$ cat config.mk
export PLATFORM = sky130hd
export DESIGN_NAME = imsi_ie_tbcd_parser_flat
export DESIGN_NICKNAME = d
export VERILOG_FILES = /design/src/design/imsi_pkg.sv /design/src/design/imsi_chan_if.sv /design/src/design/imsi_step.sv /design/src/design/imsi_ie_tbcd_parser.sv /design/src/flat_wrapper.sv
export SDC_FILE = /design/constraint.sdc
export NUM_CORES = 1
export LEC_CHECK = 0
export BUFFER_PORTS_ARGS = -buffer_cell sky130_fd_sc_hd__buf_2
export CAP_MARGIN = 20
export CORE_MARGIN = 5
export CORE_UTILIZATION = 55
export CTS_CLUSTER_DIAMETER = 150
export DETAILED_ROUTE_END_ITERATION = 7
export PLACE_DENSITY_LB_ADDON = 0.1
export SLEW_MARGIN = 20
export SYNTH_ARGS = -nofsm -noshare
export SYNTH_HDL_FRONTEND = slang
export SYNTH_SLANG_ARGS = --single-unit
$ cat constraint.sdc
create_clock -name clk -period 5.7 [get_ports clk]
set_input_delay 0.855 -clock clk [delete_from_list [all_inputs] [get_ports clk]]
set_output_delay 0.855 -clock clk [all_outputs]
set_load 0.05 [all_outputs]
$ cat src/design/imsi_pkg.sv
package imsi_pkg;

	// Fixed widths of the element and result fields.
	localparam int unsigned BYTE_W    = 8;
	localparam int unsigned LEN_W     = 16;
	localparam int unsigned POS_W     = 4;
	localparam int unsigned COUNT_W   = 5;
	localparam int unsigned DCOUNT_W  = 4;
	localparam int unsigned NIBBLE_W  = 4;
	localparam int unsigned SLOT_COUNT = 15;
	localparam int unsigned DIGITS_W  = SLOT_COUNT * NIBBLE_W;

	// Byte positions and codes inside the element.
	localparam logic [POS_W-1:0]    POS_TYPE      = 4'd0;
	localparam logic [POS_W-1:0]    POS_LEN_HI    = 4'd1;
	localparam logic [POS_W-1:0]    POS_LEN_LO    = 4'd2;
	localparam logic [POS_W-1:0]    POS_SPARE     = 4'd3;
	localparam logic [POS_W-1:0]    POS_SAT       = 4'd15;
	localparam logic [BYTE_W-1:0]   IE_TYPE_IMSI  = 8'd1;
	localparam logic [NIBBLE_W-1:0] DIGIT_MAX     = 4'b1001;
	localparam logic [NIBBLE_W-1:0] FILLER        = 4'b1111;

	// One input item.
	typedef struct packed {
		logic [BYTE_W-1:0] ie_byte;
		logic              final_byte;
	} byte_item_t;

	// One result item.
	typedef struct packed {
		logic                accepted;
		logic [DCOUNT_W-1:0] digit_count;
		logic [DIGITS_W-1:0] imsi_digits;
	} result_item_t;

	// Per-element parsing state.
	typedef struct packed {
		logic [POS_W-1:0]    pos;
		logic [LEN_W-1:0]    len;
		logic                err;
		logic [DIGITS_W-1:0] digits;
		logic [COUNT_W-1:0]  count;
	} elem_state_t;

endpackage

$ cat src/design/imsi_chan_if.sv
// Valid/ready channel carrying one item of the given payload type.
interface imsi_chan_if #(parameter type item_t = logic);
	logic  valid;
	logic  ready;
	item_t payload;

	modport source(output valid, output payload, input ready);
	modport sink(input valid, input payload, output ready);
endinterface

$ cat src/design/imsi_step.sv
module imsi_step #(
	parameter int unsigned MAX_DIGITS = 15
) (
	input  imsi_pkg::elem_state_t         cur,
	input  logic [imsi_pkg::BYTE_W-1:0]   ie_byte,
	input  logic                          final_byte,
	output imsi_pkg::elem_state_t         nxt,
	output logic [imsi_pkg::DIGITS_W-1:0] upd_digits,
	output logic [imsi_pkg::COUNT_W-1:0]  upd_count,
	output logic                          ok
);

	localparam logic [imsi_pkg::COUNT_W-1:0] MAX_C = imsi_pkg::COUNT_W'(MAX_DIGITS);

	logic [imsi_pkg::NIBBLE_W-1:0] lo;
	logic [imsi_pkg::NIBBLE_W-1:0] hi;
	logic                          push_hi;
	logic                          lo_bad;
	logic                          hi_bad;
	logic [imsi_pkg::COUNT_W-1:0]  count_lo;
	logic [imsi_pkg::COUNT_W-1:0]  count_hi;
	logic [imsi_pkg::DIGITS_W-1:0] digits_lo;
	logic [imsi_pkg::DIGITS_W-1:0] digits_hi;
	logic                          payload_byte;
	imsi_pkg::elem_state_t         upd;

	assign lo = ie_byte[imsi_pkg::NIBBLE_W-1:0];
	assign hi = ie_byte[imsi_pkg::BYTE_W-1:imsi_pkg::NIBBLE_W];
	assign payload_byte = (cur.pos > imsi_pkg::POS_SPARE);
	// The filler in the last nibble of the element is dropped.
	assign push_hi = !(final_byte && (hi == imsi_pkg::FILLER));

	// Low nibble goes first, then the high nibble, each into the next free slot.
	always_comb begin
		lo_bad    = (lo > imsi_pkg::DIGIT_MAX) || (cur.count >= MAX_C);
		digits_lo = cur.digits;
		count_lo  = cur.count;
		if (!lo_bad) begin
			for (int i = 0; i < imsi_pkg::SLOT_COUNT; i++) begin
				if (cur.count == imsi_pkg::COUNT_W'(i)) begin
					digits_lo[i*imsi_pkg::NIBBLE_W +: imsi_pkg::NIBBLE_W] = lo;
				end
			end
			count_lo = cur.count + 1'b1;
		end

		hi_bad    = push_hi && ((hi > imsi_pkg::DIGIT_MAX) || (count_lo >= MAX_C));
		digits_hi = digits_lo;
		count_hi  = count_lo;
		if (push_hi && !hi_bad) begin
			for (int i = 0; i < imsi_pkg::SLOT_COUNT; i++) begin
				if (count_lo == imsi_pkg::COUNT_W'(i)) begin
					digits_hi[i*imsi_pkg::NIBBLE_W +: imsi_pkg::NIBBLE_W] = hi;
				end
			end
			count_hi = count_lo + 1'b1;
		end
	end

	// Header fields by position, payload digits from the fifth byte on.
	always_comb begin
		upd = cur;
		case (cur.pos)
			imsi_pkg::POS_TYPE: begin
				if (ie_byte != imsi_pkg::IE_TYPE_IMSI) begin
					upd.err = 1'b1;
				end
			end
			imsi_pkg::POS_LEN_HI: begin
				upd.len = {ie_byte, imsi_pkg::BYTE_W'(0)};
			end
			imsi_pkg::POS_LEN_LO: begin
				upd.len = {cur.len[imsi_pkg::LEN_W-1:imsi_pkg::BYTE_W], ie_byte};
			end
			default: begin
				if (payload_byte) begin
					upd.err    = cur.err || lo_bad || hi_bad;
					upd.digits = digits_hi;
					upd.count  = count_hi;
				end
			end
		endcase
		if (cur.pos != imsi_pkg::POS_SAT) begin
			upd.pos = cur.pos + 1'b1;
		end
	end

	// Digits and count of the element after this byte, before any clearing.
	assign upd_digits = upd.digits;
	assign upd_count  = upd.count;

	// Verdict on the final byte, judged on the state after this byte.
	always_comb begin
		ok = !upd.err && (cur.pos >= imsi_pkg::POS_SPARE) && (cur.pos != imsi_pkg::POS_SAT)
			&& (upd.len == imsi_pkg::LEN_W'(cur.pos - imsi_pkg::POS_SPARE))
			&& (upd.count != '0) && (upd.count <= MAX_C);
		nxt = final_byte ? '0 : upd;
	end

endmodule

$ cat src/design/imsi_ie_tbcd_parser.sv
// Channel   Dir  Payload                                    Accepted when
// byte_ch   in   ie_byte[7:0], final_byte                   valid && ready
// result_ch out  accepted, digit_count[3:0], imsi_digits    valid && ready
//
// One byte per cycle unless a final byte is held: a byte is taken into the
// input register, then folded into the element state; a final byte also loads
// the result register as it is folded, which makes its result valid.
// Reset clears the element state and the stored IMSI (the stored count reads zero).
// A pending result stalls only a final byte waiting in the input register;
// other bytes keep flowing.
module imsi_ie_tbcd_parser #(
	parameter int unsigned MAX_DIGITS = 15
) (
	input logic      clk,
	input logic      arst_n,
	imsi_chan_if.sink   byte_ch,
	imsi_chan_if.source result_ch
);

	logic                          valid_s1;
	imsi_pkg::byte_item_t          item_s1;
	imsi_pkg::elem_state_t         elem_q;
	imsi_pkg::elem_state_t         elem_nxt;
	logic [imsi_pkg::DIGITS_W-1:0] upd_digits;
	logic [imsi_pkg::COUNT_W-1:0]  upd_count;
	logic                          ok;
	logic                          advance;
	logic                          byte_take;
	logic [imsi_pkg::DIGITS_W-1:0] stored_digits_q;
	logic [imsi_pkg::DCOUNT_W-1:0] stored_count_q;
	logic                          out_valid_q;
	imsi_pkg::result_item_t        out_q;

	// The byte in the input register moves on unless it is a final byte
	// and the result register is still full.
	assign advance   = valid_s1 && (!item_s1.final_byte || !out_valid_q || result_ch.ready);
	assign byte_ch.ready = !valid_s1 || advance;
	assign byte_take = byte_ch.valid && byte_ch.ready;

	assign result_ch.valid   = out_valid_q;
	assign result_ch.payload = out_q;

	imsi_step #(.MAX_DIGITS(MAX_DIGITS)) u_step (
		.cur        (elem_q),
		.ie_byte    (item_s1.ie_byte),
		.final_byte (item_s1.final_byte),
		.nxt        (elem_nxt),
		.upd_digits (upd_digits),
		.upd_count  (upd_count),
		.ok         (ok)
	);

	// Input register.
	always_ff @(posedge clk or negedge arst_n) begin
		if (!arst_n) begin
			valid_s1 <= 1'b0;
		end else if (byte_take) begin
			valid_s1 <= 1'b1;
		end else if (advance) begin
			valid_s1 <= 1'b0;
		end
	end

	always_ff @(posedge clk) begin
		if (byte_take) begin
			item_s1 <= byte_ch.payload;
		end
	end

	// Element state and stored IMSI.
	always_ff @(posedge clk or negedge arst_n) begin
		if (!arst_n) begin
			elem_q          <= '0;
			stored_digits_q <= '0;
			stored_count_q  <= '0;
		end else if (advance) begin
			elem_q <= elem_nxt;
			if (item_s1.final_byte && ok) begin
				stored_digits_q <= upd_digits;
				stored_count_q  <= imsi_pkg::DCOUNT_W'(upd_count);
			end
		end
	end

	// Result register.
	always_ff @(posedge clk or negedge arst_n) begin
		if (!arst_n) begin
			out_valid_q <= 1'b0;
		end else if (advance && item_s1.final_byte) begin
			out_valid_q <= 1'b1;
		end else if (result_ch.ready) begin
			out_valid_q <= 1'b0;
		end
	end

	always_ff @(posedge clk) begin
		if (advance && item_s1.final_byte) begin
			out_q.accepted    <= ok;
			out_q.digit_count <= ok ? imsi_pkg::DCOUNT_W'(upd_count) : stored_count_q;
			out_q.imsi_digits <= ok ? upd_digits : stored_digits_q;
		end
	end

	// A held input byte blocks the next one.
	a_hold_blocks: assert property (@(posedge clk) disable iff (!arst_n)
		valid_s1 && !advance |-> !byte_ch.ready)
		else $error("input register overwritten while holding a byte");

	// A pending result is never overwritten.
	a_no_overwrite: assert property (@(posedge clk) disable iff (!arst_n)
		out_valid_q && !result_ch.ready |-> !(advance && item_s1.final_byte))
		else $error("result register overwritten while pending");

	// A final byte restarts the element.
	a_restart: assert property (@(posedge clk) disable iff (!arst_n)
		advance && item_s1.final_byte |=> elem_q.pos == imsi_pkg::POS_TYPE)
		else $error("element state not cleared after final byte");

	// The stored IMSI changes only on a final byte.
	a_stored_stable: assert property (@(posedge clk) disable iff (!arst_n)
		!(advance && item_s1.final_byte) |=> $stable(stored_digits_q) && $stable(stored_count_q))
		else $error("stored IMSI changed without a final byte");

endmodule
$ cat src/flat_wrapper.sv
// flat-port wrapper written by rule: the top's interface ports become plain ports
module imsi_ie_tbcd_parser_flat 
#(
	parameter int unsigned MAX_DIGITS = 15
)
  (clk, arst_n, byte_ch_valid, byte_ch_payload, byte_ch_ready, result_ch_valid, result_ch_payload, result_ch_ready);
  imsi_chan_if byte_ch_i ();
  imsi_chan_if result_ch_i ();
  input logic clk;
  input logic arst_n;
  input wire logic [$bits(byte_ch_i.valid)-1:0] byte_ch_valid;
  input wire logic [$bits(byte_ch_i.payload)-1:0] byte_ch_payload;
  output wire logic [$bits(byte_ch_i.ready)-1:0] byte_ch_ready;
  output wire logic [$bits(result_ch_i.valid)-1:0] result_ch_valid;
  output wire logic [$bits(result_ch_i.payload)-1:0] result_ch_payload;
  input wire logic [$bits(result_ch_i.ready)-1:0] result_ch_ready;
  assign byte_ch_i.valid = byte_ch_valid;
  assign byte_ch_i.payload = byte_ch_payload;
  assign byte_ch_ready = byte_ch_i.ready;
  assign result_ch_valid = result_ch_i.valid;
  assign result_ch_payload = result_ch_i.payload;
  assign result_ch_i.ready = result_ch_ready;
  imsi_ie_tbcd_parser #(.MAX_DIGITS(MAX_DIGITS)) u_core (.clk(clk), .arst_n(arst_n), .byte_ch(byte_ch_i), .result_ch(result_ch_i));
endmodule
Word-level counts from Yosys, hierarchy flattened. Index checks and enable logic that the tools add are counted.

Bits in registers: 91. Bits in latches: 0. Memory bits (writable): 0. Memory bits (read-only): 0. Input bits: 5. Output and inout bits: 3. Word-level logic and storage cells: 125. Memories: 0.

Add/sub/neg operators: 4. $mul: 0. Divide/modulo/power cells: 0. Order comparisons: 5. Equality and inequality tests: 32. Shift-type cells: 0. Muxes and demuxes: 45. Bitwise gates (word level): 0. Reduce and logical (&&, ||, !) cells: 29.

Operators by type and width (number): $mux W4 (31); $mux W60 (2); $mux W86 (1); $eq A5 B4 Y1 const B (14); $mux W66 (1); $mux W65 (1); $eq A5 B3 Y1 const B (8); $pmux W16 S2 (1); $eq A5 B2 Y1 const B (4); $eq A16 B16 Y1 (1); $add A5 B1 Y5 const B (2); $eq A5 B1 Y1 const B (2); $ge A5 B4 Y1 const B (2); $logic_not A5 Y1 (2); $mux W5 (2); $logic_and A1 B1 Y1 (9); $reduce_bool A2 Y1 (3); $le A5 B4 Y1 const B (1); $logic_or A1 B1 Y1 (5); $mux W1 (5); $reduce_bool A5 Y1 (1); $sub A4 B2 Y5 const B (1); $add A4 B1 Y4 const B (1); $eq A4 B1 Y1 const B (1); other kinds (10) (14).

Depth between registers and ports, before layout.
Depth in word-level cells: 15. Gate-level depth with buffers: 15.

By module. From an unflattened synthesis, not the netlist that was laid out.

Cell total of the unflattened synthesis: 749. Area, all modules: 6914.1 sq um.

By module, submodules not included: imsi_ie_tbcd_parser (times used 1, cells an instance 199, area an instance 3627.2 sq um); imsi_step (times used 1, cells an instance 550, area an instance 3286.9 sq um).

Worst setup path before layout. Ideal clock, no wire load.

Path type: reg-to-reg. From: reg u_core.elem_q[0] (netlist bit). To: reg u_core.out_q, in the netlist u_core.result_ch.payload (data pin). Library setup time: 262 ps. Arrival: 3694 ps. Required time: 5438 ps. Setup slack: 1744 ps. Cell stages (with the launch flop): 16. Path buffers: 0. Cell sequence: dfrtp_1 ha_1 and3_1 ha_1 or3b_1 o21a_1 ha_1 nor3b_1 ha_1 a41o_1 a31oi_2 nand3_1 a221oi_1 nand4_1 a21oi_1 mux2_1.

Longest elaborated chain between the ends: 13. Elaborated cells between the ends (all ways): 26.

Ends and longest elaborated chain: start: declaration (line imsi_ie_tbcd_parser.sv:22) `imsi_pkg::elem_state_t elem_q;`; start signal: assignment (line imsi_ie_tbcd_parser.sv:77) `elem_q <= elem_nxt;`; branches (longest 12 deep; another with $add A5 B1 Y5); $mux W1 * (line imsi_ie_tbcd_parser.sv:100) `out_q.imsi_digits <= ok ? upd_digits : stored_digits_q;`; end: declaration (line imsi_ie_tbcd_parser.sv:32) `imsi_pkg::result_item_t out_q;`.

Every way passes the cells marked *. A chain may end at the register's enable or synchronous reset.

Worst setup path in the final report. Same ends and word-level chain as after synthesis.

==> run summary <==
outcome - completed
clk root buf - clkbuf_8
final hold viol count - 0
Synth Cell Area - 2020 µm²
dpl hpwl - 3.02 mm
CP most frequent cell - ha_1
largest net degree at the start of global routing - 31
Core Footprint - 3610 µm²
Fin Hold WS - 0.486 ns
r2r setup slk - 1.28 ns
Main synth FF type - dfrtp_1
Ports - 8
max-cap violation count - 0
WP data required - 5.72 ns
clk sinks - 32
starting density of the core - 56.1%
Layout area overhead - 6.44%
HP Class - reg2reg
share of cells above drive strength 1 - 11.4%
Fin Setup TNS - 0 ns
top cell type's share of synthesized area - 37.1%
cells on worst reg2reg path - 15
Pwr Total - 0.000545 W
Crit-path slowest cell - dfrtp_1
Final period util - 77.5%
Residual DRC - 0
routed via count - 1,592
Avg Cell Area, Syn - 9.40 µm²
cells after synthesis - 215
DRT Pass-1 Iters - 4
Slew Viols, Final - 0
ANT cells - 0
fin crit period - 4.42 ns
post-synthesis sequential area ratio - 40.1%
vias in the first global route - 1,496
Post-CTS Setup Repair Bufs - 0
global route overflow - 0
Total GRT Usage - 17.4%
commonest cells after routing, fill and taps aside - 30 x dfrtp_1, 17 x nand2_1, 14 x nor2_1
clock-pin transition on the worst setup and hold timing paths - 0.07 ns
die span in x - 70.6 µm
Placed Area - 2060 µm²
largest area contributor in the netlist - dfrtp_1
pwr/cell area - 253 nW/µm²
CTS max path bufs - 2
Critical Path Sink Type - flop
Max Clock Freq - 226 MHz
nets - 233
Synthesized Nets - 229
WL per Instance - 15.1 µm
synth warn - 0
RSZ-0062 raised after global routing - false
Synth area leaders - dfrtp_1 37%, ha_1 5.6%, nand2_1 3.2%, and2_1 3.1%, nor2b_1 3.1%
Critical Path AT - 4.44 ns
Synth async-reset ratio - 93.8%
first-pass GRT wire length - 7.03 mm
Avg Vias per Cell - 5.94
VDD IR max - 0.202 mV
die area - 4990 µm²
number of buffers added on ports - 7
initial antenna violation count - 0
leading cell type in the layout, fill and taps excluded - dfrtp_1
P_leak - 0.956 nW
biggest cell delay along the critical path - 0.46 ns
CP startpoint kind - flop
# setup viols final - 0
Die Height - 70.6 µm
Worst Tran Pin Value - 0.671 ns
Post-CTS Hold Buffers - 0
WHS Path Cells - 1
worst rel slew slack - 54.8%
latest clock arrival within the worst-skew pair - 0.28 ns
CP Max Fanout - 8
Routed WL - 4.05 mm
Final GP Congestion - 0.937
critical-path cell list - ha_1 -> and3_1 -> ha_1 -> or3b_1 -> o21a_1 -> ha_1 -> nor3b_1 -> ha_1 -> a41o_1 -> a31oi_2 -> nand3_1 -> a221oi_1 -> nand4_1 -> a21oi_1 -> mux2_1
CTS Buf Count - 5
Yosys reg bits - 32
H-tree Lvls - 2
Initial DRC Count - 160
design area - 2150 µm²
Detail Route Antenna Nets - 0
CTS tree - built
number of synthesized flops with an enable pin - 2
WS Path Type - reg2reg
post-CTS sizing - 0
Layout Utilization - 59.7%
site row count - 22
Distinct cells, synth - 59
Worst Skew - 0.00480 ns
==> layer usage <==
metal | GRT usage (%) | wire length [µm] | up-vias
li1 | - | - | 795
met4 | 5.43 | 55 | 0
met3 | 3.84 | 121 | 6
met1 | 24.4 | 1990 | 766
met2 | 27.0 | 1880 | 25
met5 | 0 | 0 | -
==> cell type report <==
type / count / area, µm²
clock buffer: 5 / 68.8
clock inverter: 3 / 18.8
fill: 318 / 1450
inverter: 9 / 33.8
multi-input combinational: 164 / 1120
sequential: 32 / 811
tap: 48 / 60.1
timing repair buffer: 7 / 35.0
==> final timing paths <==
| kind | start | end |
|---|---|---|
| worst max-delay path | u_core.elem_q[0]$_DFFE_PN0P_ | u_core.result_ch.payload$_DFFE_PP_ |
| worst min-delay path | u_core.elem_q[5]$_DFFE_PN0P_ | u_core.elem_q[5]$_DFFE_PN0P_ |
| worst max register to register | u_core.elem_q[0]$_DFFE_PN0P_ | u_core.result_ch.payload$_DFFE_PP_ |
| worst min register to register | u_core.elem_q[5]$_DFFE_PN0P_ | u_core.elem_q[5]$_DFFE_PN0P_ |
| max in group asynchronous | arst_n | u_core.elem_q[4]$_DFFE_PN0P_ |
| min in group asynchronous | arst_n | u_core.elem_q[3]$_DFFE_PN0P_ |
==> cells by family (layout without fill, tap and decap cells) <==
kind of cell,count (synthesis),count (layout),synth area share (%)
adder cells (fa/ha/maj),9,9,5.57
multiplexers,5,5,2.60
flip-flops,32,32,40.1
AND/OR/NAND/NOR,90,90,25.8
XOR/XNOR,6,6,2.60
buffers and inverters,19,24,4.27
AO/OA/AOI/OAI,54,54,19.1
==> worst max-delay path: cells and delay by family (launching register included) <==
kind	cells	cell delay [ns]
and+or+nand+nor	5	1.12
AOI/OAI and AO/OA	5	1.28
DFF	1	0.46
muxes	1	0.34
adders and majority gates	4	0.99
==> through the flow <==
| step | instances | setup WS (ns) |
|---|---|---|
| 2_1_floorplan | 215 | 1.74 |
| 3_3_place_gp | 260 | 1.50 |
| 3_5_place_dp | 260 | 1.33 |
| 4_1_cts | 268 | 1.30 |
| 5_1_grt | 268 | 1.06 |
| 6_report | 268 | 1.28 |
==> sequential cells by signal, summed over array words and instances, names as in the netlist <==
name and flops:
u_core.elem_q 27, u_core.item_s1 1, u_core.result_ch.payload 1, u_core.result_ch.valid 1, u_core.stored_digits_q 1, u_core.valid_s1 1
==> Yosys cell counts (4+ instances only) <==
master	number
dfrtp_1	30
nand2_1	17
nor2_1	14
o21ai_0	12
a21oi_1	11
and2_1	10
nor2b_1	10
ha_1	9
inv_1	9
buf_2	6
nand3_1	6
nand4_1	6
a211oi_1	5
nand2b_1	4
==> where the power goes <==
group          internal (W)  total [W]  switching [W]  leakage [nW]
clock network     0.0000849   0.000168      0.0000832        0.0479
logic             0.0000452   0.000119      0.0000742         0.476
registers          0.000239   0.000258      0.0000192         0.432
total              0.000369   0.000545       0.000177         0.956
(Power assumes the default switching activity.)
